`src/rtl/core/blpk_pkg.sv`:
```
// Shared constants and types for the braille line dot-row packer.
package blpk_pkg;

	localparam int CODE_W = 8;
	localparam int CELL_W = 6;
	localparam int BYTE_W = 8;
	localparam int ROW_W = 2;
	localparam int ROWS = 3;
	localparam int LW_W = 5;
	localparam int MAX_GROUPS_DEF = 16;
	localparam int ENTRY_W = ROWS * BYTE_W;

	localparam logic [LW_W-1:0] LINE_WIDTH_RST = 5'd7;
	localparam logic [ROW_W-1:0] ROW_FIRST = 2'd0;
	localparam logic [ROW_W-1:0] ROW_MID = 2'd1;
	localparam logic [ROW_W-1:0] ROW_LAST = 2'd2;

	typedef struct packed {
		logic [CELL_W-1:0] dots;
		logic emit;
		logic [LW_W-1:0] width;
	} cmd_t;

	localparam int CMD_W = $bits(cmd_t);

endpackage

```
`src/rtl/core/braille_line_dot_row_packer.sv`:
```
// Braille line dot-row packer: one cell a cycle in, a line of packed dot-row bytes out.
// A cell word is taken at each clock edge with start high and busy low, one per cycle
// while the two-entry command queue has room. The word that closes a line (4 x line_width
// cells) holds the back end while it emits one byte per cycle: all bytes of dot row 0,
// then row 1, then row 2, each registered through the store read stage and the byte
// stage before it reaches the outputs. Busy rises once the queue fills behind it. Results
// are shown for one cycle on result_valid and cannot be held off. The user must see that
// line_width is written through cfg_we/cfg_wdata only while the block is idle; the block
// does not enforce this. 0 acts as 1 and values above MAX_GROUPS act as MAX_GROUPS.
module braille_line_dot_row_packer #(
	parameter int MAX_GROUPS = blpk_pkg::MAX_GROUPS_DEF
) (
	input  logic                          clk,
	input  logic                          arst_n,
	input  logic                          cfg_we,
	input  logic [blpk_pkg::LW_W-1:0]     cfg_wdata,
	input  logic                          start,
	output logic                          busy,
	input  logic [blpk_pkg::CODE_W-1:0]   cell_code,
	output logic                          result_valid,
	output logic [blpk_pkg::BYTE_W-1:0]   packed_byte,
	output logic [blpk_pkg::ROW_W-1:0]    dot_row,
	output logic                          last_of_line
);
	import blpk_pkg::*;

	localparam int CNT_W = $clog2(4 * MAX_GROUPS);
	localparam int Q_W = CMD_W + CNT_W;

	logic             accept;
	cmd_t             front_cmd;
	logic [CNT_W-1:0] front_idx;
	logic [Q_W-1:0]   q_rdata;
	logic             q_full;
	logic             q_empty;
	logic             back_pop;
	cmd_t             back_cmd;
	logic [CNT_W-1:0] back_idx;

	assign busy = q_full;
	assign accept = start && !q_full;

	blpk_front #(.MAX_GROUPS(MAX_GROUPS)) u_front (
		.clk       (clk),
		.arst_n    (arst_n),
		.cfg_we    (cfg_we),
		.cfg_wdata (cfg_wdata),
		.accept    (accept),
		.cell_code (cell_code),
		.cmd       (front_cmd),
		.idx       (front_idx)
	);

	blpk_cmd_fifo #(.WIDTH(Q_W)) u_queue (
		.clk    (clk),
		.arst_n (arst_n),
		.push   (accept),
		.wdata  ({front_cmd, front_idx}),
		.pop    (back_pop),
		.rdata  (q_rdata),
		.full   (q_full),
		.empty  (q_empty)
	);

	assign back_cmd = q_rdata[Q_W-1:CNT_W];
	assign back_idx = q_rdata[CNT_W-1:0];

	blpk_back #(.MAX_GROUPS(MAX_GROUPS)) u_back (
		.clk          (clk),
		.arst_n       (arst_n),
		.cmd_valid    (!q_empty),
		.cmd          (back_cmd),
		.idx          (back_idx),
		.pop          (back_pop),
		.result_valid (result_valid),
		.packed_byte  (packed_byte),
		.dot_row      (dot_row),
		.last_of_line (last_of_line)
	);

endmodule

```
`src/rtl/core/blpk_front.sv`:
```
// Front end: width register, cell counter and command building for each cell.
module blpk_front #(
	parameter int MAX_GROUPS = blpk_pkg::MAX_GROUPS_DEF,
	localparam int CNT_W = $clog2(4 * MAX_GROUPS)
) (
	input  logic                      clk,
	input  logic                      arst_n,
	input  logic                      cfg_we,
	input  logic [blpk_pkg::LW_W-1:0] cfg_wdata,
	input  logic                      accept,
	input  logic [blpk_pkg::CODE_W-1:0] cell_code,
	output blpk_pkg::cmd_t            cmd,
	output logic [CNT_W-1:0]          idx
);
	import blpk_pkg::*;

	localparam int CMP_W = (CNT_W + 1 > LW_W + 2) ? CNT_W + 1 : LW_W + 2;
	localparam logic [LW_W-1:0] MAX_LW = LW_W'(MAX_GROUPS);
	localparam logic [CMP_W-1:0] CELLS_MAX = CMP_W'(4 * MAX_GROUPS);

	logic [LW_W-1:0]  width_q;
	logic [LW_W-1:0]  eff_width;
	logic [CNT_W-1:0] cnt_q;
	logic [CNT_W:0]   cnt_nxt;
	logic [CMP_W-1:0] cnt_cmp;
	logic [CMP_W-1:0] total_cmp;
	logic             line_done;

	always_ff @(posedge clk or negedge arst_n) begin
		if (!arst_n) begin
			width_q <= LINE_WIDTH_RST;
		end else if (cfg_we) begin
			width_q <= cfg_wdata;
		end
	end

	always_comb begin
		eff_width = width_q;
		if (width_q == '0) begin
			eff_width = LW_W'(1);
		end else if (width_q > MAX_LW) begin
			eff_width = MAX_LW;
		end
	end

	assign cnt_nxt = {1'b0, cnt_q} + (CNT_W + 1)'(1);
	assign cnt_cmp = CMP_W'(cnt_nxt);
	assign total_cmp = CMP_W'({eff_width, 2'b00});
	// A width lowered mid-line can leave the count past the new total; close the line then too.
	assign line_done = (cnt_cmp >= total_cmp);

	always_ff @(posedge clk or negedge arst_n) begin
		if (!arst_n) begin
			cnt_q <= '0;
		end else if (accept) begin
			cnt_q <= line_done ? '0 : cnt_nxt[CNT_W-1:0];
		end
	end

	assign cmd.dots = cell_code[CELL_W-1:0];
	assign cmd.emit = line_done;
	assign cmd.width = eff_width;
	assign idx = cnt_q;

	a_cnt_in_range: assert property (@(posedge clk) disable iff (!arst_n)
		CMP_W'(cnt_q) < CELLS_MAX)
		else $error("cell count left the store range");

endmodule

```
`src/rtl/core/blpk_cmd_fifo.sv`:
```
// Two-entry command queue between the front end and the back end.
module blpk_cmd_fifo #(
	parameter int WIDTH = blpk_pkg::CMD_W
) (
	input  logic             clk,
	input  logic             arst_n,
	input  logic             push,
	input  logic [WIDTH-1:0] wdata,
	input  logic             pop,
	output logic [WIDTH-1:0] rdata,
	output logic             full,
	output logic             empty
);
	import blpk_pkg::*;

	localparam int DEPTH = 2;

	logic [WIDTH-1:0] mem_q [DEPTH];
	logic             wr_ptr_q;
	logic             rd_ptr_q;
	logic [1:0]       cnt_q;

	assign full = (cnt_q == 2'(DEPTH));
	assign empty = (cnt_q == 2'd0);
	assign rdata = mem_q[rd_ptr_q];

	always_ff @(posedge clk) begin
		if (push && !full) begin
			mem_q[wr_ptr_q] <= wdata;
		end
	end

	always_ff @(posedge clk or negedge arst_n) begin
		if (!arst_n) begin
			wr_ptr_q <= 1'b0;
			rd_ptr_q <= 1'b0;
			cnt_q <= 2'd0;
		end else begin
			if (push && !full) begin
				wr_ptr_q <= ~wr_ptr_q;
			end
			if (pop && !empty) begin
				rd_ptr_q <= ~rd_ptr_q;
			end
			cnt_q <= cnt_q + 2'(push && !full) - 2'(pop && !empty);
		end
	end

	a_no_overflow: assert property (@(posedge clk) disable iff (!arst_n)
		!(push && full))
		else $error("command pushed into a full queue");

	a_no_underflow: assert property (@(posedge clk) disable iff (!arst_n)
		!(pop && empty))
		else $error("command popped from an empty queue");

endmodule

```
`src/rtl/core/blpk_back.sv`:
```
// Back end: group store, cell writes and the three-row byte emission.
module blpk_back #(
	parameter int MAX_GROUPS = blpk_pkg::MAX_GROUPS_DEF,
	localparam int CNT_W = $clog2(4 * MAX_GROUPS)
) (
	input  logic                        clk,
	input  logic                        arst_n,
	input  logic                        cmd_valid,
	input  blpk_pkg::cmd_t              cmd,
	input  logic [CNT_W-1:0]            idx,
	output logic                        pop,
	output logic                        result_valid,
	output logic [blpk_pkg::BYTE_W-1:0] packed_byte,
	output logic [blpk_pkg::ROW_W-1:0]  dot_row,
	output logic                        last_of_line
);
	import blpk_pkg::*;

	localparam int GRP_W = (CNT_W > 3) ? CNT_W - 2 : 1;

	// Each entry holds four cells already arranged as the three output bytes.
	logic [ENTRY_W-1:0] mem_q [MAX_GROUPS];

	logic [GRP_W-1:0]  wr_grp;
	logic [1:0]        lane;
	logic              emit_q;
	logic [ROW_W-1:0]  row_q;
	logic [GRP_W-1:0]  grp_q;
	logic [GRP_W-1:0]  glast_q;
	logic              grp_end;

	logic               valid_s1;
	logic [ROW_W-1:0]   row_s1;
	logic               last_s1;
	logic [ENTRY_W-1:0] rd_s1;

	logic              valid_s2;
	logic [BYTE_W-1:0] byte_s2;
	logic [ROW_W-1:0]  row_s2;
	logic              last_s2;

	assign pop = cmd_valid && !emit_q;
	assign wr_grp = GRP_W'({1'b0, idx} >> 2);
	assign lane = idx[1:0];
	assign grp_end = (grp_q == glast_q);

	always_ff @(posedge clk) begin
		if (pop) begin
			for (int r = 0; r < ROWS; r++) begin
				mem_q[wr_grp][r * BYTE_W + 6 - 2 * int'(lane) +: 2] <=
					cmd.dots[CELL_W - 1 - 2 * r -: 2];
			end
		end
		rd_s1 <= mem_q[grp_q];
	end

	always_ff @(posedge clk or negedge arst_n) begin
		if (!arst_n) begin
			emit_q <= 1'b0;
			row_q <= ROW_FIRST;
			grp_q <= '0;
			glast_q <= '0;
		end else if (pop && cmd.emit) begin
			emit_q <= 1'b1;
			row_q <= ROW_FIRST;
			grp_q <= '0;
			glast_q <= GRP_W'(cmd.width - LW_W'(1));
		end else if (emit_q) begin
			if (grp_end) begin
				grp_q <= '0;
				if (row_q == ROW_LAST) begin
					emit_q <= 1'b0;
				end else begin
					row_q <= row_q + ROW_W'(1);
				end
			end else begin
				grp_q <= grp_q + GRP_W'(1);
			end
		end
	end

	always_ff @(posedge clk or negedge arst_n) begin
		if (!arst_n) begin
			valid_s1 <= 1'b0;
			last_s1 <= 1'b0;
			valid_s2 <= 1'b0;
			last_s2 <= 1'b0;
		end else begin
			valid_s1 <= emit_q;
			last_s1 <= emit_q && (row_q == ROW_LAST) && grp_end;
			valid_s2 <= valid_s1;
			last_s2 <= valid_s1 && last_s1;
		end
	end

	always_ff @(posedge clk) begin
		row_s1 <= row_q;
		row_s2 <= row_s1;
		unique case (row_s1)
			ROW_FIRST: byte_s2 <= rd_s1[0 +: BYTE_W];
			ROW_MID:   byte_s2 <= rd_s1[BYTE_W +: BYTE_W];
			default:   byte_s2 <= rd_s1[2 * BYTE_W +: BYTE_W];
		endcase
	end

	assign result_valid = valid_s2;
	assign packed_byte = byte_s2;
	assign dot_row = row_s2;
	assign last_of_line = last_s2;

	a_last_on_bottom_row: assert property (@(posedge clk) disable iff (!arst_n)
		last_of_line |-> (result_valid && dot_row == ROW_LAST))
		else $error("line end flagged off the bottom dot row");

	a_read_reaches_output: assert property (@(posedge clk) disable iff (!arst_n)
		valid_s1 |=> result_valid)
		else $error("store read did not reach the result port");

	a_no_pop_while_emitting: assert property (@(posedge clk) disable iff (!arst_n)
		emit_q |-> !pop)
		else $error("command taken while a line is being emitted");

endmodule

```
`config.mk`:
```
export PLATFORM = sky130hd
export DESIGN_NAME = braille_line_dot_row_packer
export DESIGN_NICKNAME = d
export VERILOG_FILES = /design/src/rtl/core/blpk_pkg.sv /design/src/rtl/core/braille_line_dot_row_packer.sv /design/src/rtl/core/blpk_front.sv /design/src/rtl/core/blpk_cmd_fifo.sv /design/src/rtl/core/blpk_back.sv
export SDC_FILE = /design/constraint.sdc
export NUM_CORES = 1
export LEC_CHECK = 0
export ABC_AREA = 1
export BUFFER_PORTS_ARGS = -buffer_cell sky130_fd_sc_hd__clkbuf_2
export CORE_MARGIN = 1
export CORE_UTILIZATION = 30
export CTS_BUF_LIST = sky130_fd_sc_hd__clkbuf_4
export CTS_CLUSTER_SIZE = 25
export DETAILED_ROUTE_END_ITERATION = 6
export SYNTH_ARGS = -nofsm -noshare
export SYNTH_HDL_FRONTEND = slang
export SYNTH_HIERARCHICAL = 1
export SYNTH_SLANG_ARGS = --single-unit
```
`constraint.sdc`:
```
create_clock -name clk -period 3.6 [get_ports clk]
set_input_delay 0.36 -clock clk [delete_from_list [all_inputs] [get_ports clk]]
set_output_delay 0.36 -clock clk [all_outputs]
set_load 0.005 [all_outputs]
```
==> results list, run 1 <==
- Number of failing hold endpoints at the final stage: 0
- The final count of pins violating max slew came to 0.
- Summing all placed instances gives a cell area of 21700 um2.
- Final standard cell area without fillers: 23600 um2
- Number of input and output port buffers inserted: 27
* Clock Pin Slew Worst Setup and Hold Paths: 0.07 ns
- The final layout contains 2088 nets.
- Number of max-capacitance violations reported: 0
- Overall global routing resource usage: 15.0%
* Maximum level of the CTS H-tree: 3
- The worst register-to-register path ends at u_back/mem_q[0][13].
- In the routed layout, each cell is associated on average with a via count of 4.77.
- The critical path starts at u_queue/rd_ptr_q.
- Die outline area: 70000 um2
- Synthesis handed over a netlist of 1954 instances.
- After global routing the overflow that remains totals 0.
* Syn-to-layout area delta: 14.2%
- Worst Reg2Reg Path Length in Cells: 7
- 1st-iter DRT viols: 1127
- Adding up every negative setup slack in the final design gives 0 ns.
* Crit path kind: reg -> reg
- The first TritonRoute pass finished after 5 iterations.
- Static leakage power: 8.67 nW
- In the layout the commonest cells are sky130_fd_sc_hd__nor2_1, sky130_fd_sc_hd__edfxtp_1, sky130_fd_sc_hd__nand2_1.
- STA classifies the critical path endpoint as a register.
* Core Area: 67600 um2
- The worst path meets setup with 0.641 ns of slack.
* Final std cells w/o fill: 3031
- After filler insertion, the fill cell instance count of the layout stands at 6720.
- Among all stages on the critical path, the largest delay is contributed by sky130_fd_sc_hd__o31ai_2.
- Kind of launch point of the worst setup path: register
- Including well taps, the total number of placed cells is 2782.
* Pre-CTS WS: 0.618 ns
- Final critical path time including I/O delays and setup: 2.96 ns
* Routed wire per std cell: 17.1 um
- Transition time at the pin with the least slew margin: 1.15 ns
- Top-Level Pins: 30
* Worst setup skew after layout: 0.0779 ns
- Largest net degree at the start of global routing: 226
- The worst hold path belongs to the class in -> async.
- Cell-by-cell listing of the critical path: inv_2 > nand2_1 > nand2_1 > ha_1 > inv_2 > nand2_1 > o31ai_2
- Half-perimeter wire length after detailed placement: 29400 um
* Starting Density: 30.6%
* Period Utilization, post-route: 82.2%
* Fraction of layout cells with a size suffix above 1: 15.4%
- For this run, the top clock speed supported by timing is 0.338 GHz.
- Clock tree from TritonCTS: done
- Cell row count: 95
* Total number of clock tree sinks: 484
* Nets in the synthesized netlist: 1990
- Each instance of the synthesized netlist takes up on average 10.6 um2.
- The flow ran to the end, and the final reports show no timing, DRC or antenna violations.
- Headroom to the max-slew limit: 23.0%
- Number of buffers created by CTS: 118
* Number of antenna violations at the first check in global routing: 2
* Clock Tree Buf Depth: 3
- The library cell used most frequently in the layout, excluding fill and tap cells, is sky130_fd_sc_hd__nor2_1.
* Resized Gates After CTS: 0
- Crit path buffers/inverters: 2
- Clock tree synthesis selected as its root buffer the cell sky130_fd_sc_hd__clkbuf_4.
- For this run, the number of Yosys warnings is 6.
* Worst endpoint data arrival time: 3.44 ns
* Insertion delay of the later-clocked pin in the worst-skew pair: 0.88 ns
- Post-synthesis instance area: 20700 um2
- Across the VDD grid, the largest voltage drop is 0.706 mV.
- From left edge to right edge, the die measures 265 um.
* Family with the most delay on the worst path: compound AO/OA/AOI/OAI gates
- Across all layers, the routed design uses 14444 vias.
- Setup repair after global routing left no endpoint under its margin.
- Crit Path Max Fanout: 16
- Measured along the y axis, the die boundary spans 265 um.
- For this design the ratio of total power to cell area is 766 nW/um2.
- Worst Path Required: 4.08 ns
- First-pass GRT wire length: 80600 um
* Reg-to-reg setup timing slack: 0.64 ns
- Depth of the critical timing path with buffers and inverters included: 7
- Longest individual stage delay on the worst path: 0.92 ns
- Remaining DRCs: 0
* Setup violators final: 0
- Routed wire length: 51800 um
- Vias in the first global route: 14832
- Routability-driven placement finished with a final weighted congestion of 0.846.
- In this run the critical register-to-register path is launched from u_queue/rd_ptr_q.
* Number of routed nets with antenna violations: 0
- In this run the worst setup path terminates at u_back/mem_q[0][13].
- Counting stages on the worst path, the most repeated cell is sky130_fd_sc_hd__nand2_1.
* Number of buffers added for setup after CTS: 0
-- layer usage --
layer	GRT usage [%]	up-vias	part of all wire, %
met5	0	-	0
met4	5.72	0	2.8
met3	3.43	105	6.9
met2	25.0	471	48
met1	19.0	6958	43
li1	-	6910	-
-- metrics by stage --
stage	power, W	hold slack (ns)	utilization [%]
finish	0.0181	0.131	34.9
global route	0.0193	0.146	34.9
CTS	0.0182	0.0797	34.9
detailed placement	0.0135	0.363	32.2
global placement	0.0134	0.360	32.2
floorplan	0.0114	0.0644	-
-- power breakdown --
group	total, W	leakage (nW)	switching (W)	internal (W)
Sequential	0.00709	4.54	0.000296	0.00679
Combinational	0.00632	3.16	0.00451	0.00181
Clock	0.00468	0.969	0.00218	0.00250
Total	0.0181	8.67	0.00698	0.0111
-- what timing repair did --
item                       CTS  global route
setup endpoints to repair    0             0
hold buffers                23             0
hold endpoints to repair    54             0
-- worst min-delay path by stage --
stage                          from                  to  slack (ns)  depth (start not counted)
finish                       arst_n     u_back/grp_q[1]        0.13                          2
detailed placement  u_back/row_q[0]    u_back/row_s1[0]        0.36                          0
CTS                          arst_n     u_back/grp_q[1]        0.08                          2
floorplan                    arst_n       u_back/emit_q        0.06                          0
global route                 arst_n  u_front/width_q[4]        0.15                          2
global placement    u_back/row_q[0]    u_back/row_s1[0]        0.36                          0
-- flip-flops by register name, summed over array words and instances, names as in the netlist, 2 cells and up --
| name | cells |
|---|---|
| u_back/dot_row | 2 |
| u_back/glast_q | 4 |
| u_back/grp_q | 4 |
| u_back/mem_q | 384 |
| u_back/packed_byte | 8 |
| u_back/rd_s1 | 24 |
| u_back/row_q | 2 |
| u_back/row_s1 | 2 |
| u_front/idx | 6 |
| u_front/width_q | 5 |
| u_queue/cnt_q | 2 |
| u_queue/mem_q | 34 |
-- cell type report --
| class | count | area (um2) | share of cell area (%) |
|---|---|---|---|
| timing repair buffer | 110 | 853 | 3.62 |
| sequential | 484 | 14000 | 59.5 |
| clock buffer | 186 | 1400 | 5.92 |
| tap | 873 | 1090 | 4.63 |
| antenna | 2 | 5.00 | 0.0212 |
| clock inverter | 38 | 223 | 0.944 |
| inverter | 101 | 387 | 1.64 |
| multi-input combinational | 1237 | 5610 | 23.8 |
(Power assumes the default switching activity.)
==> run 2, diff against run 1 <==
--- a/config.mk
+++ b/config.mk
@@ -5,7 +5,7 @@
 export SDC_FILE = /design/constraint.sdc
 export NUM_CORES = 1
 export LEC_CHECK = 0
-export ABC_AREA = 1
+export ABC_AREA = 0
 export BUFFER_PORTS_ARGS = -buffer_cell sky130_fd_sc_hd__clkbuf_2
 export CORE_MARGIN = 1
 export CORE_UTILIZATION = 30
==> constraint.sdc (replaced) <==
create_clock -name clk -period 2.8 [get_ports clk]
set_input_delay 0.28 -clock clk [delete_from_list [all_inputs] [get_ports clk]]
set_output_delay 0.28 -clock clk [all_outputs]
set_load 0.005 [all_outputs]
==> run 2 against run 1 <==
Effect of this change: via count fell by 20%; setup slack worse by 0.50 ns; sequential cell count is the same; worst hold slack improved by 0.041 ns; critical path type unchanged; critical endpoint is now u_back/mem_q[13][15].
==> results list, run 2 <==
- The clock-pin transition on the worst setup and hold timing paths came to 0.06 ns (was 0.07 ns).
- Most prevalent standard cell on the critical path: sky130_fd_sc_hd__and3_1 (was sky130_fd_sc_hd__nand2_1)
- 1st-iter DRT viols: 831 (was 1127)
- The net count after synthesis was 1336 (was 1990).
- Number of cells after detailed placement: 2183 (was 2782)
* Setup violators final: 0 (unchanged)
- Syn Inst Count: 1300 (was 1954)
- The share of total power in combinational logic was 30.0% (was 34.9%).
* Leading cell type in the layout, fill and taps excluded: sky130_fd_sc_hd__edfxtp_1 (was sky130_fd_sc_hd__nor2_1)
* Fill cells: 6245 (was 6720)
- The number of optimization iterations in the first detailed-route pass was 5 (unchanged).
* Insertion delay of the later-clocked pin in the worst-skew pair: 0.85 ns (was 0.88 ns)
- The floorplan die area came to 67400 um2 (was 70000 um2).
- The final estimated routing congestion in global placement is 0.836 (was 0.846).
- Static leakage power: 7.81 nW (was 8.67 nW)
* Syn-to-layout area delta: 16.5% (was 14.2%)
- The final net count was 1496 (was 2088).
- The CTS tree is done (unchanged).
- The worst IR drop on VDD is 0.567 mV (was 0.706 mV).
- Clock tree root driver cell: sky130_fd_sc_hd__clkbuf_4 (unchanged)
- Setup TNS: 0 ns (unchanged)
- Sw Share: 33.3% (was 38.6%)
* Total number of clock tree sinks: 484 (unchanged)
- Most frequent cells in the layout: sky130_fd_sc_hd__edfxtp_1, sky130_fd_sc_hd__nor2_1, sky130_fd_sc_hd__clkbuf_4 (was sky130_fd_sc_hd__nor2_1, sky130_fd_sc_hd__edfxtp_1, sky130_fd_sc_hd__nand2_1).
* Number of buffers created by CTS: 118 (unchanged)
- The cell internal power dissipation came to 0.0144 W (was 0.0111 W).
- Highest clock rate: 0.375 GHz (was 0.338 GHz)
- Die X-Extent: 260 um (was 265 um)
- The deepest level of the CTS H-tree is 3 (unchanged).
* Type of the most critical hold path: in -> reg (was in -> async)
* Crit Path Max Fanout: 16 (unchanged)
- The average wire per standard cell came to 19.1 um (was 17.1 um).
- The maximum buffer depth of the clock tree was 3 (unchanged).
* Headroom to the max-slew limit: 32.8% (was 23.0%)
* Cell type of the slowest stage on the worst timing path: sky130_fd_sc_hd__a22o_1 (was sky130_fd_sc_hd__o31ai_2)
- Setup repair after global routing missed its margin: no (unchanged)
- Largest register by flop count: u_back/mem_q (unchanged)
* Fraction of layout cells with a size suffix above 1: 27.5% (was 15.4%)
- Number of routed nets with antenna violations: 0 (unchanged)
- Launch instance of the worst register-to-register path: u_queue/rd_ptr_q (unchanged)
- The critical path capture point type was a register (unchanged).
- Number of vias per cell after detailed routing: 4.78 (was 4.77)
* Routed wire length: 46300 um (was 51800 um)
- Kind of launch point of the worst setup path: register (unchanged)
- Worst setup skew after layout: 0.0270 ns (was 0.0779 ns)
* Worst endpoint data arrival time: 3.22 ns (was 3.44 ns)
- Counting instances, the worst hold path has a depth of 2.
- The area of the mapped netlist was 19900 um2 (was 20700 um2).
- The number of port buffers came to 27 (unchanged).
- Final std cells w/o fill: 2430 (was 3031)
* Switching power: 0.00718 W (was 0.00698 W)
- The final count of pins violating max slew is 0 (unchanged).
- Longest individual stage delay on the worst path: 0.48 ns (was 0.92 ns)
* Aggregate global routing overflow: 0 (unchanged)
- The setup slack at placement came to 0.159 ns (was 0.618 ns).
- Final standard cell area without fillers: 23200 um2 (was 23600 um2)
- The clock share of power was 27.4% (was 25.9%).
- The aggregate global-route resource usage came to 14.0% (was 15.0%).
- Largest net degree at the start of global routing: 49 (was 226)
* Starting Density: 30.3% (was 30.6%)
- Reg-to-reg setup timing slack: 0.14 ns (was 0.64 ns)
- Transition time at the pin with the least slew margin: 1.01 ns (was 1.15 ns)
- Number of max-capacitance violations reported: 0 (unchanged)
* Registers with the most flip-flops: u_back/mem_q: 384 flops, u_queue/mem_q: 34 flops, u_back/rd_s1: 24 flops (unchanged)
- Half-perimeter wire length after detailed placement: 29600 um (was 29400 um)
- For hold timing, the worst endpoint is u_queue/mem_q[1][12].
- The remaining design rule violation count came to 0 (unchanged).
- Source of the worst hold timing path: cell_code[0]
- Area of placed instances: 21400 um2 (was 21700 um2)
- Cell-by-cell listing of the critical path: mux2_2 > buf_4 > ha_1 > and3_1 > and3_1 > a22o_1 (was inv_2 > nand2_1 > nand2_1 > ha_1 > inv_2 > nand2_1 > o31ai_2)
- The clock period minus worst slack is 2.66 ns (was 2.96 ns).
- Worst setup slack after layout: 0.137 ns (was 0.641 ns)
* Number of failing hold endpoints at the final stage: 0 (unchanged)
- The wire length of the first global-routing pass is 70400 um (was 80600 um).
- The placement row count was 94 (was 95).
- Run status: finished, final reports clean (unchanged)
* Height of the chip: 260 um (was 265 um)
* Capture instance of the worst register-to-register path: u_back/mem_q[13][15] (was u_back/mem_q[0][13])
- The count of boundary I/O pins came to 30 (unchanged).
* Worst Path Required: 3.36 ns (was 4.08 ns)
* Worst Reg2Reg Path Length in Cells: 6 (was 7)
- The core box area is 65700 um2 (was 67600 um2).
- The synthesis warning total was 6 (unchanged).
- The initial antenna violation count is 1 (was 2).
* P per Cell Area: 931 nW/um2 (was 766 nW/um2)
- Vias in the first global route: 12162 (was 14832)
* Flip-flop count of the largest register after layout: 384 (unchanged)
- The critical path start-end classification is reg -> reg (unchanged).
* Vias after detailed routing: 11620 (was 14444)
- Relative contribution of sequential cells to total power: 42.5% (was 39.2%)
* Mean cell area of the mapped netlist: 15.3 um2 (was 10.6 um2)
- Period Utilization, post-route: 95.1% (was 82.2%)
[run 2: power groups by stage]
stage | Combinational (W) | Sequential, W | Clock, W
after CTS | 0.00652 | 0.00918 | 0.00612
after detailed placement | 0.00647 | 0.00933 | 0
after global routing | 0.00697 | 0.00925 | 0.00649
final | 0.00648 | 0.00918 | 0.00592
after floorplan | 0.00444 | 0.00904 | 0
after global placement | 0.00639 | 0.00932 | 0
[run 2: what timing repair did]
| action | CTS | global route |
|---|---|---|
| hold endpoints to repair | 54 | 0 |
| buffers inserted | 0 | 0 |
| setup endpoints to repair | 0 | 15 |
| gates resized for setup | 0 | 2 |
| hold buffers | 21 | 0 |
[run 2: metal layers]
metal	up-vias	share of wire [%]	track usage, %
met2	327	51	24.0
met4	0	2.5	5.92
li1	5287	-	-
met3	82	4.6	2.64
met1	5924	42	17.1
met5	-	0	0
[run 2: critical path, delay by kind of cell (launching register included)]
family	cells	cell delay, ns
flip-flops	1	0.40
AO/OA/AOI/OAI	1	0.48
AND/OR/NAND/NOR	2	0.62
adder cells (fa/ha/maj)	1	0.38
multiplexers	1	0.28
buffers and inverters	1	0.22
[run 2: metrics by stage]
| stage | util [%] | hold slack, ns | power (W) |
|---|---|---|---|
| 2_1_floorplan | - | -0.0156 | 0.0135 |
| 5_1_grt | 35.3 | 0.123 | 0.0227 |
| 6_report | 35.3 | 0.173 | 0.0216 |
| 3_3_place_gp | 32.5 | 0.389 | 0.0157 |
| 4_1_cts | 35.3 | 0.0686 | 0.0218 |
| 3_5_place_dp | 32.5 | 0.405 | 0.0158 |
[run 2: worst max-delay path by stage]
stage                                 to        startpoint  depth (start not counted)
floorplan            u_back/mem_q[0][12]  u_queue/rd_ptr_q                          9
global placement      u_back/mem_q[2][8]  u_queue/rd_ptr_q                          7
detailed placement    u_back/mem_q[2][8]  u_queue/rd_ptr_q                          7
CTS                   u_back/mem_q[2][8]  u_queue/rd_ptr_q                          7
global route        u_back/mem_q[13][15]  u_queue/rd_ptr_q                          6
finish              u_back/mem_q[13][15]  u_queue/rd_ptr_q                          6
[run 2: cell type report]
| class | instances | area, um2 | area share [%] |
|---|---|---|---|
| timing repair buffer | 132 | 1050 | 4.53 |
| clock inverter | 26 | 104 | 0.448 |
| inverter | 19 | 71.3 | 0.308 |
| tap | 864 | 1080 | 4.66 |
| clock buffer | 199 | 1490 | 6.44 |
| antenna | 1 | 2.50 | 0.0108 |
| sequential | 484 | 14000 | 60.5 |
| multi-input combinational | 705 | 5350 | 23.1 |
==> run 3, diff against run 2 <==
--- a/config.mk
+++ b/config.mk
@@ -5,8 +5,8 @@
 export SDC_FILE = /design/constraint.sdc
 export NUM_CORES = 1
 export LEC_CHECK = 0
-export ABC_AREA = 0
 export BUFFER_PORTS_ARGS = -buffer_cell sky130_fd_sc_hd__clkbuf_2
+export CORE_ASPECT_RATIO = 0.9
 export CORE_MARGIN = 1
 export CORE_UTILIZATION = 30
 export CTS_BUF_LIST = sky130_fd_sc_hd__clkbuf_4
==> run 3 against run 2 <==
Effect of this change: wire length rose by 1.7%; sequential power grew 0.5%; critical path depth rose by 1; final area fell by 0.53%; largest cell class unchanged; critical endpoint is now u_back/mem_q[1][9]; setup slack improved by 0.13 ns; first-iteration DRC count grew 13%.
==> results list, run 3 (synthesis results as in run 2) <==
- P per Cell Area: 928 nW/um2 (was 931 nW/um2)
- Final critical path time including I/O delays and setup: 2.53 ns (was 2.66 ns)
- The floorplan die width was 274 um (was 260 um).
- The register bank with the most flops was u_back/mem_q (unchanged).
- Final-stage net count: 1490 (was 1496)
- The floorplan die area came to 67400 um2 (about the same).
- The per-cell via count in the routed design was 4.78 (about the same).
- Number of routed nets with antenna violations: 0 (unchanged)
- Clock Pin Slew Worst Setup and Hold Paths: 0.07 ns (was 0.06 ns)
* Type of the most critical hold path: in -> async (was in -> reg)
- The setup slack at placement came to 0.127 ns (was 0.159 ns).
* Worst setup slack after layout: 0.272 ns (was 0.137 ns)
- The clock latency on the worst-skew pair was 0.87 ns (was 0.85 ns).
- The core box area was 65600 um2 (was 65700 um2).
- 1st-iter DRT viols: 942 (was 831)
* Worst setup skew after layout: 0.0594 ns (was 0.0270 ns)
- Setup TNS: 0 ns (unchanged)
* Height of the chip: 246 um (was 260 um)
* Headroom to the max-slew limit: 36.0% (was 32.8%)
* Clock Tree Buf Depth: 3 (unchanged)
- Setup violators final: 0 (unchanged)
* Setup repair after global routing missed its margin: no (unchanged)
* Starting Density: 30.4% (was 30.3%)
- Total number of clock tree sinks: 484 (unchanged)
- Run status: finished, final reports clean (unchanged).
* Transition time at the pin with the least slew margin: 0.959 ns (was 1.01 ns)
- The share of the clock period used by the worst path after layout was 90.3% (was 95.1%).
- The number of buffers created by CTS came to 114 (was 118).
- Registers with the most flip-flops: u_back/mem_q: 384 flops, u_queue/mem_q: 34 flops, u_back/rd_s1: 24 flops (unchanged).
- Top-Level Pins: 30 (unchanged)
- Overall global routing resource usage: 14.1% (was 14.0%)
- Syn-to-layout area delta: 15.8% (was 16.5%)
- The number of vias after detailed routing is 11566 (was 11620).
- The critical path capture point type is a register (unchanged).
* Fraction of layout cells with a size suffix above 1: 26.1% (was 27.5%)
- Number of buffers added for setup after CTS: 0 (unchanged)
- The clock root buffer was sky130_fd_sc_hd__clkbuf_4 (unchanged).
- Final GP Congestion: 0.836 (about the same)
* Number of antenna violations at the first check in global routing: 3 (was 1)
- The HPWL reported at the end of detailed placement is 30100 um (was 29600 um).
- The wire length of the first global-routing pass came to 70800 um (was 70400 um).
- Most frequent cells in the layout: sky130_fd_sc_hd__edfxtp_1, sky130_fd_sc_hd__nor2_1, sky130_fd_sc_hd__clkbuf_4 (unchanged).
- Routed wire per std cell: 19.5 um (was 19.1 um)
* Cell row count: 89 (was 94)
- The final count of pins violating max slew came to 0 (unchanged).
* Number of max-capacitance violations reported: 0 (unchanged)
- Routed wire length: 47100 um (was 46300 um)
* Worst Path Required: 3.34 ns (was 3.36 ns)
- Number of failing hold endpoints at the final stage: 0 (unchanged)
- The total overflow reported by the global router came to 0 (unchanged).
- The critical path start-end classification is reg -> reg (unchanged).
- The maximum net fanout on the critical path is 16 (unchanged).
* Flip-flop count of the largest register after layout: 384 (unchanged)
- The cell leakage power was 7.69 nW (was 7.81 nW).
* Final core occ: 35.2% (was 35.3%)
- Vias in the first global route: 12056 (was 12162)
- Detailed Routing Iterations Pass 1: 5 (unchanged)
- The filler cell count was 6224 (was 6245).
- The deepest level of the CTS H-tree came to 3 (unchanged).
* Largest vdd supply drop: 0.445 mV (was 0.567 mV)
* Worst endpoint data arrival time: 3.07 ns (was 3.22 ns)
* Remaining DRCs: 0 (unchanged)
- The category of the worst setup path launch point is a register (unchanged).
- Number of input and output port buffers inserted: 27 (unchanged)
- The CTS tree was done (unchanged).
- Highest clock rate: 0.396 GHz (was 0.375 GHz)
- Leading cell type in the layout, fill and taps excluded: sky130_fd_sc_hd__edfxtp_1 (unchanged)
* Largest net degree at the start of global routing: 33 (was 49)
[run 3: cell types whose count changed in the layout (fill, tap and decap cells not counted), sizes merged]
cell         delta
dlygate4sd3     -2
bufinv          +1
clkinvlp        +2
clkbuf         -25
clkinv         +14
inv             -5
diode           +3
[run 3: metal layers]
layer  track usage, %  part of all wire, %  vias to the layer above
li1                 -                    -                     5262
met1             18.8                   44                     5810
met2             22.2                   46                      407
met3             3.57                  7.4                       87
met4             5.01                  2.4                        0
met5                0                    0                        -
[run 3: power by group]
group	internal, W	total, W	switching, W	leakage, nW
clock network	0.00293	0.00565	0.00272	0.882
registers	0.00871	0.00923	0.000523	4.23
logic	0.00251	0.00653	0.00402	2.59
[run 3: metrics by stage]
step,hold WS (ns),total power [W],std cells,area (um2)
2_1_floorplan,-0.0156,0.0135,1300,20000
3_3_place_gp,0.353,0.0157,2183,21400
3_5_place_dp,0.363,0.0159,2183,21400
4_1_cts,0.00197,0.0216,2414,23000
5_1_grt,0.0280,0.0225,2417,23100
6_report,0.0391,0.0214,2418,23100
[run 3: layout make-up]
class / instances / area (um2) / share of cell area, %
Inverter: 19 / 71.3 / 0.309
Tap cell: 864 / 1080 / 4.69
Multi-Input combinational cell: 705 / 5360 / 23.3
Sequential cell: 484 / 14000 / 60.8
Clock buffer: 174 / 1310 / 5.66
Clock inverter: 38 / 183 / 0.792
Timing Repair Buffer: 130 / 1020 / 4.42
Antenna cell: 4 / 10.0 / 0.0434
[run 3: path summary, 6_finish.rpt]
| kind | slack, ns | endpoint | start | cells past startpoint |
|---|---|---|---|---|
| worst max register to register | 0.27 | u_back/mem_q[1][9] | u_queue/rd_ptr_q | 7 |
| worst max-delay path | 0.27 | u_back/mem_q[1][9] | u_queue/rd_ptr_q | 7 |
| max in group asynchronous | 2.14 | u_back/grp_q[0] | arst_n | 2 |
| min in group clk | 0.17 | u_queue/mem_q[0][16] | cell_code[4] | 2 |
| worst min register to register | 0.31 | u_back/result_valid | u_back/valid_s1 | 0 |
| worst min-delay path | 0.04 | u_back/result_valid | arst_n | 2 |
[run 3: repair_timing]
item / in CTS / in global routing
hold buffers: 19 / 0
endpoints found under the hold margin: 54 / 0
gates resized for setup: 0 / 5
setup endpoints to repair: 0 / 72
[run 3: critical path: stages, from the launching register on]
cell                      delay, ns
sky130_fd_sc_hd__dfrtp_1       0.38
sky130_fd_sc_hd__mux2_2        0.42
sky130_fd_sc_hd__inv_1         0.14
sky130_fd_sc_hd__ha_1          0.32
sky130_fd_sc_hd__inv_1         0.07
sky130_fd_sc_hd__o21ai_0       0.17
sky130_fd_sc_hd__nand2_1       0.40
sky130_fd_sc_hd__nor2_1        0.33
